$ cat config.mk
export PLATFORM = sky130hd
export DESIGN_NAME = fire_cell_update
export DESIGN_NICKNAME = d
export VERILOG_FILES = /design/src/hdl/fcu_pkg.sv /design/src/hdl/fire_cell_update.sv
export VERILOG_INCLUDE_DIRS = /design/src /design/src/hdl
export SDC_FILE = /design/constraint.sdc
export NUM_CORES = 2
export LEC_CHECK = 0
export BUFFER_PORTS_ARGS = -buffer_cell sky130_fd_sc_hd__buf_2
export CAP_MARGIN = 10
export CORE_UTILIZATION = 69
export DETAILED_ROUTE_END_ITERATION = 10
export PLACE_DENSITY = 0.86
export SLEW_MARGIN = 20
export SYNTH_ARGS = -nofsm -noshare
export SYNTH_HDL_FRONTEND = slang
export SYNTH_SLANG_ARGS = --single-unit
$ cat constraint.sdc
create_clock -name clk -period 20.3 [get_ports clk]
set_input_delay 1.015 -clock clk [delete_from_list [all_inputs] [get_ports clk]]
set_output_delay 1.015 -clock clk [all_outputs]
set_load 0.1 [all_outputs]
$ cat src/hdl/fire_cell_update_assert.svh
// ----------------------------------------------------------------------------
// Fire cell update assertion macros
// Concurrent checks used by the cell update kernel; empty when SYNTH is set.
// ----------------------------------------------------------------------------
`ifndef FIRE_CELL_UPDATE_ASSERT_SVH
`define FIRE_CELL_UPDATE_ASSERT_SVH
`ifndef SYNTH
// Same-cycle implication, checked outside reset.
`define FCU_ASSERT_IMP(label, clk, rst, ante, cons) \
  label: assert property (@(posedge clk) disable iff (rst) (ante) |-> (cons)) \
    else $error("fire_cell_update: same-cycle check failed");
// Next-cycle implication, checked outside reset.
`define FCU_ASSERT_NXT(label, clk, rst, ante, cons) \
  label: assert property (@(posedge clk) disable iff (rst) (ante) |=> (cons)) \
    else $error("fire_cell_update: next-cycle check failed");
`else
`define FCU_ASSERT_IMP(label, clk, rst, ante, cons)
`define FCU_ASSERT_NXT(label, clk, rst, ante, cons)
`endif
`endif

$ cat src/hdl/fcu_pkg.sv
// ----------------------------------------------------------------------------
// Fire cell update package
// Codes, fixed-point constants, pipeline record type and the glyph table.
// ----------------------------------------------------------------------------
`default_nettype none

package fcu_pkg;

  // Opcodes
  localparam logic [1:0] OP_TICK   = 2'd0;
  localparam logic [1:0] OP_IGNITE = 2'd1;
  localparam logic [1:0] OP_INIT   = 2'd2;

  // Cell states
  localparam logic [1:0] ST_EMPTY   = 2'd0;
  localparam logic [1:0] ST_FUEL    = 2'd1;
  localparam logic [1:0] ST_BURNING = 2'd2;
  localparam logic [1:0] ST_BURNED  = 2'd3;

  // Fuel kinds
  localparam logic [2:0] KIND_GRASS = 3'd0;
  localparam logic [2:0] KIND_SHRUB = 3'd1;
  localparam logic [2:0] KIND_TREE  = 3'd2;
  localparam logic [2:0] KIND_WATER = 3'd3;
  localparam logic [2:0] KIND_ROCK  = 3'd4;

  localparam logic [8:0]  AMBIENT_TEMP  = 9'd20;
  localparam logic [8:0]  FIRE_TEMP     = 9'd300;
  localparam logic [8:0]  MIN_DENSITY   = 9'd26;
  localparam logic [11:0] TIME_STEP_RST = 12'd16;

  // Burn duration bases, in seconds.
  localparam logic [8:0] BASE_GRASS = 9'd30;
  localparam logic [8:0] BASE_SHRUB = 9'd120;
  localparam logic [8:0] BASE_TREE  = 9'd300;

  // Ignition factors, scaled by 5.
  localparam logic [2:0] KF_GRASS = 3'd6;
  localparam logic [2:0] KF_TREE  = 3'd4;
  localparam logic [2:0] KF_OTHER = 3'd5;

  localparam logic [8:0]  MOIST_LIMIT = 9'd320;
  localparam logic [10:0] MOIST_FULL  = 11'd1280;
  localparam logic [8:0]  TEMP_KNEE   = 9'd50;
  localparam logic [9:0]  TEMP_FLAT   = 10'd100;
  localparam logic [9:0]  TEMP_TOP    = 10'd320;
  localparam logic [8:0]  DROP_SPAN   = 9'd300;

  // Divide by 2500: drop two bits, then multiply by ceil(2^40 / 625).
  localparam int          RECIP_SH = 40;
  localparam logic [30:0] RECIP    = 31'd1759218605;

  // Divider geometry: quotient below 512, remainder up to 41 bits.
  localparam int QW = 9;
  localparam int DW = 31;
  localparam int RW = 41;

  // Display characters
  localparam logic [6:0] CH_WATER   = 7'h7E;
  localparam logic [6:0] CH_ROCK    = 7'h23;
  localparam logic [6:0] CH_BLANK   = 7'h20;
  localparam logic [6:0] CH_GRASS   = 7'h2E;
  localparam logic [6:0] CH_SHRUB   = 7'h6F;
  localparam logic [6:0] CH_TREE    = 7'h54;
  localparam logic [6:0] CH_BURNING = 7'h2A;
  localparam logic [6:0] CH_BURNED  = 7'h78;

  typedef struct packed {
    logic [2:0]  kind;
    logic [1:0]  st;
    logic [8:0]  dens;
    logic [15:0] t;
    logic [8:0]  temp;
    logic [15:0] chance;
    logic        do_div;
  } rec_t;

  function automatic logic [6:0] glyph_of(input logic [1:0] st, input logic [2:0] kind);
    logic [6:0] g;
    g = CH_BURNED;
    case (st)
      ST_EMPTY: begin
        if (kind == KIND_WATER) g = CH_WATER;
        else if (kind == KIND_ROCK) g = CH_ROCK;
        else g = CH_BLANK;
      end
      ST_FUEL: begin
        if (kind == KIND_SHRUB) g = CH_SHRUB;
        else if (kind == KIND_TREE) g = CH_TREE;
        else g = CH_GRASS;
      end
      ST_BURNING: g = CH_BURNING;
      default: g = CH_BURNED;
    endcase
    return g;
  endfunction

endpackage

`default_nettype wire

$ cat src/hdl/fire_cell_update.sv
// ----------------------------------------------------------------------------
// Fire cell update kernel
// Stateless per-cell update of a grid fire model, pipelined one cell a cycle.
// ----------------------------------------------------------------------------
// Usage: raise start with a cell record and an opcode on the input ports; the
// record is taken at a rising edge where start is high and busy is low. Busy
// is only high while rst is asserted, so a cell can be offered every cycle.
// Each cell gives exactly one result: done is high for one cycle, once the
// cell has passed stages 1 to 3, the divider and the output register, with
// the updated record, the ignition chance and the display glyph on the result
// ports. Results leave in the order cells arrived. The receiver cannot hold
// results off, and nothing in the pipeline ever waits.
// Throughput is one cell per cycle. The pipeline depth is set by the burn-out
// temperature division, which retires one quotient bit per stage over nine
// stages, behind three stages of multiplication and compare.
// The time step is written through cfg_valid/cfg_ready/cfg_data, which is
// always ready; write it only with the pipeline empty.
// Reset clears every stage's valid bit, so cells in flight are dropped, and
// returns the time step to 16 (one second).
// ----------------------------------------------------------------------------
`default_nettype none
`include "fire_cell_update_assert.svh"

module fire_cell_update (
  input  wire logic        clk,
  input  wire logic        rst,
  input  wire logic        start,
  output logic             busy,
  input  wire logic [1:0]  opcode,
  input  wire logic [1:0]  cell_state,
  input  wire logic [2:0]  fuel_kind,
  input  wire logic [8:0]  density,
  input  wire logic [8:0]  moisture,
  input  wire logic [15:0] elapsed_burn,
  input  wire logic [8:0]  cell_temp,
  input  wire logic        cfg_valid,
  output logic             cfg_ready,
  input  wire logic [11:0] cfg_data,
  output logic             done,
  output logic [1:0]       new_state,
  output logic [8:0]       new_density,
  output logic [15:0]      new_elapsed_burn,
  output logic [8:0]       new_temp,
  output logic [15:0]      ignite_chance,
  output logic [6:0]       glyph
);
  import fcu_pkg::*;

  logic [11:0] time_step;
  logic        accept;

  assign busy      = rst;
  assign cfg_ready = 1'b1;
  assign accept    = start && !busy;

  always_ff @(posedge clk) begin
    if (rst) begin
      time_step <= TIME_STEP_RST;
    end else if (cfg_valid && cfg_ready) begin
      time_step <= cfg_data;
    end
  end

  // ---------------- Stage 1: opcode decode and first products ----------------
  rec_t        rec_c;
  logic        can_burn_in;
  logic        can_burn_res;
  logic [16:0] t_sum;
  logic [8:0]  base;
  logic [2:0]  kf;
  logic [10:0] mf;
  logic [9:0]  tf;
  logic [8:0]  dens_ch;

  always_comb begin
    can_burn_in = (cell_state == ST_FUEL) && (fuel_kind != KIND_WATER) &&
                  (fuel_kind != KIND_ROCK) && (density >= MIN_DENSITY);
    t_sum = {1'b0, elapsed_burn} + {5'd0, time_step};

    rec_c.kind   = fuel_kind;
    rec_c.st     = cell_state;
    rec_c.dens   = density;
    rec_c.t      = elapsed_burn;
    rec_c.temp   = cell_temp;
    rec_c.chance = 16'd0;
    rec_c.do_div = 1'b0;
    case (opcode)
      OP_INIT: begin
        if ((fuel_kind == KIND_WATER) || (fuel_kind == KIND_ROCK)) begin
          rec_c.st   = ST_EMPTY;
          rec_c.dens = 9'd0;
        end else begin
          rec_c.st = ST_FUEL;
        end
        rec_c.temp = AMBIENT_TEMP;
        rec_c.t    = 16'd0;
      end
      OP_IGNITE: begin
        if (can_burn_in) begin
          rec_c.st   = ST_BURNING;
          rec_c.t    = 16'd0;
          rec_c.temp = FIRE_TEMP;
        end
      end
      OP_TICK: begin
        if (cell_state == ST_BURNING) begin
          rec_c.do_div = 1'b1;
          rec_c.t      = t_sum[16] ? 16'hFFFF : t_sum[15:0];
        end
      end
      default: begin
      end
    endcase

    case (fuel_kind)
      KIND_SHRUB: base = BASE_SHRUB;
      KIND_TREE:  base = BASE_TREE;
      default:    base = BASE_GRASS;
    endcase

    // A tick on a burning cell never leaves a fuel cell, so the chance only
    // ever needs the record as it stands after this stage.
    can_burn_res = (rec_c.st == ST_FUEL) && (fuel_kind != KIND_WATER) &&
                   (fuel_kind != KIND_ROCK) && (rec_c.dens >= MIN_DENSITY);
    case (fuel_kind)
      KIND_GRASS: kf = KF_GRASS;
      KIND_TREE:  kf = KF_TREE;
      default:    kf = KF_OTHER;
    endcase
    mf      = MOIST_FULL - {moisture, 2'b00};
    tf      = (rec_c.temp > TEMP_KNEE) ? ({1'b0, rec_c.temp} + {1'b0, TEMP_KNEE}) : TEMP_FLAT;
    dens_ch = (can_burn_res && (moisture < MOIST_LIMIT)) ? rec_c.dens : 9'd0;
  end

  logic        s1_v;
  rec_t        s1_rec;
  logic [17:0] s1_bd;
  logic [9:0]  s1_m1;
  logic [11:0] s1_a;
  logic [20:0] s1_b;

  always_ff @(posedge clk) begin
    if (rst) begin
      s1_v <= 1'b0;
    end else begin
      s1_v <= accept;
    end
  end

  always_ff @(posedge clk) begin
    s1_rec <= rec_c;
    s1_bd  <= 18'(base) * 18'(density);
    s1_m1  <= 10'd256 + {1'b0, moisture};
    s1_a   <= 12'(dens_ch) * 12'(kf);
    s1_b   <= 21'(mf) * 21'(tf);
  end

  // ---------------- Stage 2: duration and numerators ----------------
  logic [27:0] bdm;
  logic        s2_v;
  rec_t        s2_rec;
  logic [DW-1:0] s2_dur;
  logic [24:0] s2_t300;
  logic [31:0] s2_num;

  assign bdm = 28'(s1_bd) * 28'(s1_m1);

  always_ff @(posedge clk) begin
    if (rst) begin
      s2_v <= 1'b0;
    end else begin
      s2_v <= s1_v;
    end
  end

  always_ff @(posedge clk) begin
    s2_rec  <= s1_rec;
    s2_dur  <= {bdm[26:0], 4'b0000};
    s2_t300 <= 25'(s1_rec.t) * 25'(DROP_SPAN);
    s2_num  <= 32'(s1_a) * 32'(s1_b);
  end

  // ---------------- Stage 3: burn-out compare, divider load ----------------
  logic          div_v   [QW+1];
  rec_t          div_rec [QW+1];
  logic [RW-1:0] div_rem [QW+1];
  logic [DW-1:0] div_d   [QW+1];
  logic [QW-1:0] div_q   [QW+1];
  logic [60:0]   s3_cp;
  logic          burned;
  rec_t          rec3;

  always_comb begin
    // A zero duration also lands here, so no quotient from a zero divisor is ever used.
    burned = {s2_rec.t, 16'd0} >= {1'b0, s2_dur};
    rec3   = s2_rec;
    if (s2_rec.do_div && burned) begin
      rec3.st     = ST_BURNED;
      rec3.dens   = 9'd0;
      rec3.temp   = AMBIENT_TEMP;
      rec3.do_div = 1'b0;
    end
  end

  always_ff @(posedge clk) begin
    if (rst) begin
      div_v[0] <= 1'b0;
    end else begin
      div_v[0] <= s2_v;
    end
  end

  always_ff @(posedge clk) begin
    div_rec[0] <= rec3;
    div_rem[0] <= {s2_t300, 16'd0};
    div_d[0]   <= s2_dur;
    div_q[0]   <= '0;
    s3_cp      <= 61'(s2_num[31:2]) * 61'(RECIP);
  end

  // ---------------- Divider: one quotient bit per stage ----------------
  for (genvar j = 0; j < QW; j++) begin : g_div
    localparam int SH = QW - 1 - j;
    logic [RW-1:0] dsh;
    logic          fits;

    assign dsh  = RW'(div_d[j]) << SH;
    assign fits = div_rem[j] >= dsh;

    always_ff @(posedge clk) begin
      if (rst) begin
        div_v[j+1] <= 1'b0;
      end else begin
        div_v[j+1] <= div_v[j];
      end
    end

    always_ff @(posedge clk) begin
      div_rem[j+1] <= fits ? (div_rem[j] - dsh) : div_rem[j];
      div_d[j+1]   <= div_d[j];
      div_q[j+1]   <= div_q[j] | (QW'(fits) << SH);
    end

    if (j == 0) begin : g_chance
      logic [20:0] cq;
      rec_t        rec_ch;

      // The chance quotient is clamped to the Q0.16 ceiling.
      always_comb begin
        cq            = s3_cp[60:RECIP_SH];
        rec_ch        = div_rec[0];
        rec_ch.chance = (|cq[20:16]) ? 16'hFFFF : cq[15:0];
      end

      always_ff @(posedge clk) begin
        div_rec[j+1] <= rec_ch;
      end
    end else begin : g_pass
      always_ff @(posedge clk) begin
        div_rec[j+1] <= div_rec[j];
      end
    end
  end

  // ---------------- Output stage ----------------
  rec_t       rec_o;
  logic [9:0] drop;
  logic [9:0] temp_calc;

  always_comb begin
    rec_o     = div_rec[QW];
    // Temperature drop is rounded up, hence the remainder term.
    drop      = 10'(div_q[QW]) + 10'(div_rem[QW] != '0);
    temp_calc = TEMP_TOP - drop;
    if (rec_o.do_div) begin
      rec_o.temp = temp_calc[8:0];
    end
  end

  always_ff @(posedge clk) begin
    if (rst) begin
      done <= 1'b0;
    end else begin
      done <= div_v[QW];
    end
  end

  always_ff @(posedge clk) begin
    new_state        <= rec_o.st;
    new_density      <= rec_o.dens;
    new_elapsed_burn <= rec_o.t;
    new_temp         <= rec_o.temp;
    ignite_chance    <= rec_o.chance;
    glyph            <= glyph_of(rec_o.st, rec_o.kind);
  end

  // ---------------- Checks ----------------
  `FCU_ASSERT_IMP(a_done_has_cell, clk, rst, done, $past(accept, 13))
  `FCU_ASSERT_IMP(a_chance_only_fuel, clk, rst, done && (new_state != ST_FUEL), ignite_chance == 16'd0)
  `FCU_ASSERT_IMP(a_drop_in_range, clk, rst, div_v[QW] && div_rec[QW].do_div, div_q[QW] < DROP_SPAN)
  `FCU_ASSERT_NXT(a_cell_reaches_div, clk, rst, s2_v, div_v[0])

endmodule

`default_nettype wire

Word-level counts from Yosys, hierarchy flattened
Memory sizes are Yosys's and may differ from the RTL's. A register that Yosys moved wholly into a read port is not among the register bits.
Cells that the tools add are included.
Storage, ports and cells
  register bits after elaboration: 357
  memory bits (writable): 1380
  input port bits: 66
  output and inout port bits: 62
  logic and storage cells: 169
  memories: 5
Cells by class
  add/sub/neg operators: 15
  multipliers: 7
  order comparisons: 14
  eq/ne operators: 17
  muxes and demuxes: 47
  bitwise logic cells: 19
  reductions and logical operators: 16
Memories
  div_rec: depth 10, width 56, read ports 10, clocked after Yosys merged registers in 0, write ports 10, RTL line fire_cell_update.sv:185  | rec_t div_rec [QW+1];
  div_rem: depth 10, width 41, read ports 10, clocked after Yosys merged registers in 0, write ports 10, RTL line fire_cell_update.sv:186  | logic [RW-1:0] div_rem [QW+1];
  div_d: depth 10, width 31, read ports 9, clocked after Yosys merged registers in 0, write ports 10, RTL line fire_cell_update.sv:187  | logic [DW-1:0] div_d [QW+1];
  div_q: depth 10, width 9, read ports 10, clocked after Yosys merged registers in 0, write ports 10, RTL line fire_cell_update.sv:188  | logic [QW-1:0] div_q [QW+1];
  div_v: depth 10, width 1, read ports 10, clocked after Yosys merged registers in 1, write ports 10, RTL line fire_cell_update.sv:184  | logic div_v [QW+1];
Operator list (count)
  2-to-1 mux 41 bit: 9
  multiplier 30 x 31 -> 61 bit (second input constant): 1
  2-to-1 mux 16 bit: 3
  one-hot mux 16 bit (3 select lines): 1
  2-to-1 mux 9 bit: 5
  >= comparator 41 x 31 -> 1 bit: 1
  >= comparator 41 x 32 -> 1 bit: 1
  >= comparator 41 x 33 -> 1 bit: 1
  >= comparator 41 x 34 -> 1 bit: 1
  >= comparator 41 x 35 -> 1 bit: 1
  >= comparator 41 x 36 -> 1 bit: 1
  >= comparator 41 x 37 -> 1 bit: 1
  >= comparator 41 x 38 -> 1 bit: 1
  >= comparator 41 x 39 -> 1 bit: 1
  nonzero test 41 bit: 1
  subtractor 41 x 31 -> 41 bit: 1
  subtractor 41 x 32 -> 41 bit: 1
  subtractor 41 x 33 -> 41 bit: 1
  subtractor 41 x 34 -> 41 bit: 1
  subtractor 41 x 35 -> 41 bit: 1
  subtractor 41 x 36 -> 41 bit: 1
  subtractor 41 x 37 -> 41 bit: 1
  subtractor 41 x 38 -> 41 bit: 1
  subtractor 41 x 39 -> 41 bit: 1
  other kinds (48): 97

Depth between registers and ports, before layout
  word-level depth: 13
  gate-level depth with buffers: 32
  depth with buffers taken out: 30

Least setup slack after synthesis
Ideal clock, no wire load.
  path kind: input to register
  start point: input port density[3]
  end point: register s1_b[18]
  arrival time: 7.723 ns
  required time: 20.171 ns
  setup slack: 12.448 ns
  cell stages on the path: 32
  buffers on the path: 3
  cells stage by stage: clkbuf_2 -> o211ai_1 -> a2111oi_2 -> and2_1 -> buf_2 -> nor2_1 -> o21ai_0 -> inv_1 -> ha_1 -> o21bai_1 -> a32oi_2 -> buf_2 -> nor2_1 -> nand2_1 -> fa_1 -> inv_1 -> fa_1 -> inv_1 -> fa_1 -> inv_1 -> fa_1 -> inv_1 -> fa_1 -> inv_1 -> ha_1 -> a21o_1 -> a31o_2 -> a41oi_1 -> a21oi_1 -> a21o_1 -> a211oi_1 -> nor3_1
RTL lines
  start: declaration: RTL line fire_cell_update.sv:32  | input wire logic [8:0] density,
  end signal: assignment: RTL line fire_cell_update.sv:155  | s1_b <= 21'(mf) * 21'(tf);
  end: declaration: RTL line fire_cell_update.sv:140  | logic [20:0] s1_b;

==> run summary <==
CP Launch Type = input pin
I/O pins = 128
Post-route ant nets = 0
Syn Area/Cell = 10.0 um^2
Setup crit end = s1_b[20]$_DFF_P_
CTS buffer count = 144
Core Box Area = 120000 um^2
Wire per inst = 19.7 um
Layout cells sized above 1 = 5.54%
Netlist cell types = 98
Tcrit/Tclk final = 40.6%
YS warnings = 0
Area of the die = 124000 um^2
Slew HR = 16.9%
Drt drc = 0
Final WL = 201000 um
Crit path kind = input pin to register
Post-CTS Resized = 0
Outcome = finished clean
HP Class = register to register
Synthesized cell area = 84300 um^2
Post-synth top flop = dfxtp_1
Chip Height = 351 um
FF+latch count, synth = 1454
Setup Viol. Count Final = 0
Unrepaired setup endpoints after global routing = false
Die width = 351 um
Commonest cells after routing, fill and taps aside = 1454 x dfxtp_1, 1382 x inv_1, 903 x ha_1
Number of hold-repair buffers added at the cts stage = 0
GRT Util Overall = 33.0%
Async set or reset register ratio after synthesis = 0%
Final net count = 10.3k
Post-CTS Setup Inserts = 0
N_diodes = 0
Clock skew = 0.0612 ns
Max-cap check violation count = 0
Port bufs = 126
First-pass GRT wire length = 318000 um
Fillers = 7960
CTS tree = done
Tmin final = 8.24 ns
FF-to-FF Start = s2_num[9]$_DFF_P_
Worst r2r dst = s3_cp[59]$_DFF_P_
Max Transition Viols Final = 0
Clk sinks = 1454
Crit path DAT = 8.94 ns
Initial DRC Count = 4454
Number of synthesized flops with an enable pin = 0
Critical path's slowest cell = nor2_1
Worst-Skew Late Latency = 0.78 ns
Site Rows = 127
Worst EP required = 21.00 ns
R2R depth = 22
DR vias = 58.6k
Dominant cells by area after synthesis = dfxtp_1 35%, fa_1 20%, ha_1 13%
Pin count of the biggest net entering global routing = 56
Starting Density = 70.0%
Count of final hold-check violations = 0
Pre-antenna DRT Iters = 6
Register area share after synthesis = 34.5%
CTS root buffer = clkbuf_16
CP Max Fanout = 17
Grt ovf = 0
Slowest cell delay on critical path = 0.60 ns
Worst-path clk slew = 0.06 ns
Synth top area share = 34.5%
Crit end category = register
GP Congestion = 1.01
# H-tree levels = 4
R2r setup slk = 12.33 ns
Area leader, netlist = dfxtp_1
Setup TNS = 0 ns
Area delta synth->final = 8.37%
Least-Margin Pin Slew = 1.23 ns
Vias per inst = 5.73
Max Clock Freq = 121 MHz
CTS Buffer Depth = 3
Post-Syn Nets = 10.2k
Vias in the first global route = 61.5k
Post-DP HPWL = 157000 um
Initial antenna violation count = 10
Commonest non-fill, non-tap cell in the layout = dfxtp_1
Critical Path Start = density[3]
Cell count after synthesis = 8392
cell usage after synthesis, drive strengths merged, types with 36 or more instances:
cell type / n
a211oi: 36
a21o: 133
a21oi: 380
a31oi: 38
and2: 209
and3: 43
clkbuf: 139
dfxtp: 1454
fa: 824
ha: 903
inv: 1383
mux2: 47
nand2: 682
nand2b: 71
nand3: 100
nand4: 41
nor2: 428
nor2b: 72
nor3: 118
nor4: 39
o211ai: 43
o21a: 62
o21ai: 313
o21bai: 40
or3: 52
xnor2: 236
xor2: 155
worst max-delay path: cells and delay by family:
kind | cells | cell delay, ns
fa+ha+maj | 7 | 3.12
compound gates | 10 | 2.79
simple gates | 5 | 1.34
buf+inv | 6 | 0.50
xor+xnor | 1 | 0.13
how the worst min path moves through the flow:
| stage | cells after the start | to | startpoint | slack (ns) |
|---|---|---|---|---|
| 2_1_floorplan | 0 | div_q[2][8]$_DFF_P_ | div_q[1][8]$_DFF_P_ | 0.31 |
| 4_1_cts | 0 | div_rec[5][4]$_DFF_P_ | div_rec[4][4]$_DFF_P_ | 0.29 |
| 5_1_grt | 0 | div_rec[5][5]$_DFF_P_ | div_rec[4][5]$_DFF_P_ | 0.30 |
| 6_report | 0 | div_rec[8][3]$_DFF_P_ | div_rec[7][3]$_DFF_P_ | 0.30 |
| 3_5_place_dp | 0 | div_rec[7][48]$_DFF_P_ | div_rec[6][48]$_DFF_P_ | 0.31 |
| 3_3_place_gp | 0 | div_rec[5][0]$_DFF_P_ | div_rec[4][0]$_DFF_P_ | 0.31 |
cell type report:
class	count	area [um^2]	area share, %
Clock inverter	63	951	1.04
Sequential cell	1454	29100	31.9
Timing Repair Buffer	139	748	0.819
Clock buffer	191	4000	4.38
Tap cell	1612	2020	2.21
Multi-Input combinational cell	5383	49300	54.0
Inverter	1384	5200	5.70
sequential cells by signal, summed over array words and instances, names as in the netlist, 10 cells and up:
signal and count:
div_q 45, s1_rec 40, s1_bd 17, s2_dur 26, new_elapsed_burn 16, s1_m1 10, s2_t300 22, s2_num 30
div_v 10, time_step 12, s2_rec 21, s1_a 12, s1_b 19, div_rem 310, div_rec 544, s3_cp 21
div_d 234, ignite_chance 16, rec3 19
per-stage QoR:
step	utilization [%]	instance area, um^2	hold slack, ns	setup WS [ns]	instances
2_1_floorplan	-	84300	0.310	12.45	8392
3_3_place_gp	71.7	86300	0.309	11.43	9971
3_5_place_dp	71.7	86300	0.312	11.41	9971
4_1_cts	75.8	91300	0.289	12.14	10200
5_1_grt	75.8	91300	0.296	11.59	10200
6_report	75.8	91300	0.300	12.06	10200
kinds of logic after synthesis:
kind of cell	Yosys count	synth area share, %
and+or+nand+nor	1940	10.9
adders and majority gates	1727	33.0
buffers and inverters	1555	7.02
DFF	1454	34.5
AOI/OAI and AO/OA	1258	9.52
xor gates and xnor gates	391	4.06
muxes	66	0.934
other	1	0.00445
layer usage:
layer | vias to the layer above | routed length [um] | global-route usage (%)
met5 | - | 22 | 0
met4 | 4 | 10800 | 17.2
met3 | 658 | 12700 | 5.85
met2 | 2243 | 99600 | 57.6
met1 | 28300 | 78100 | 38.7
li1 | 27400 | - | -
Power is not shown: default switching activity piles up to over one toggle a cycle in this logic, so the estimate is an artifact.
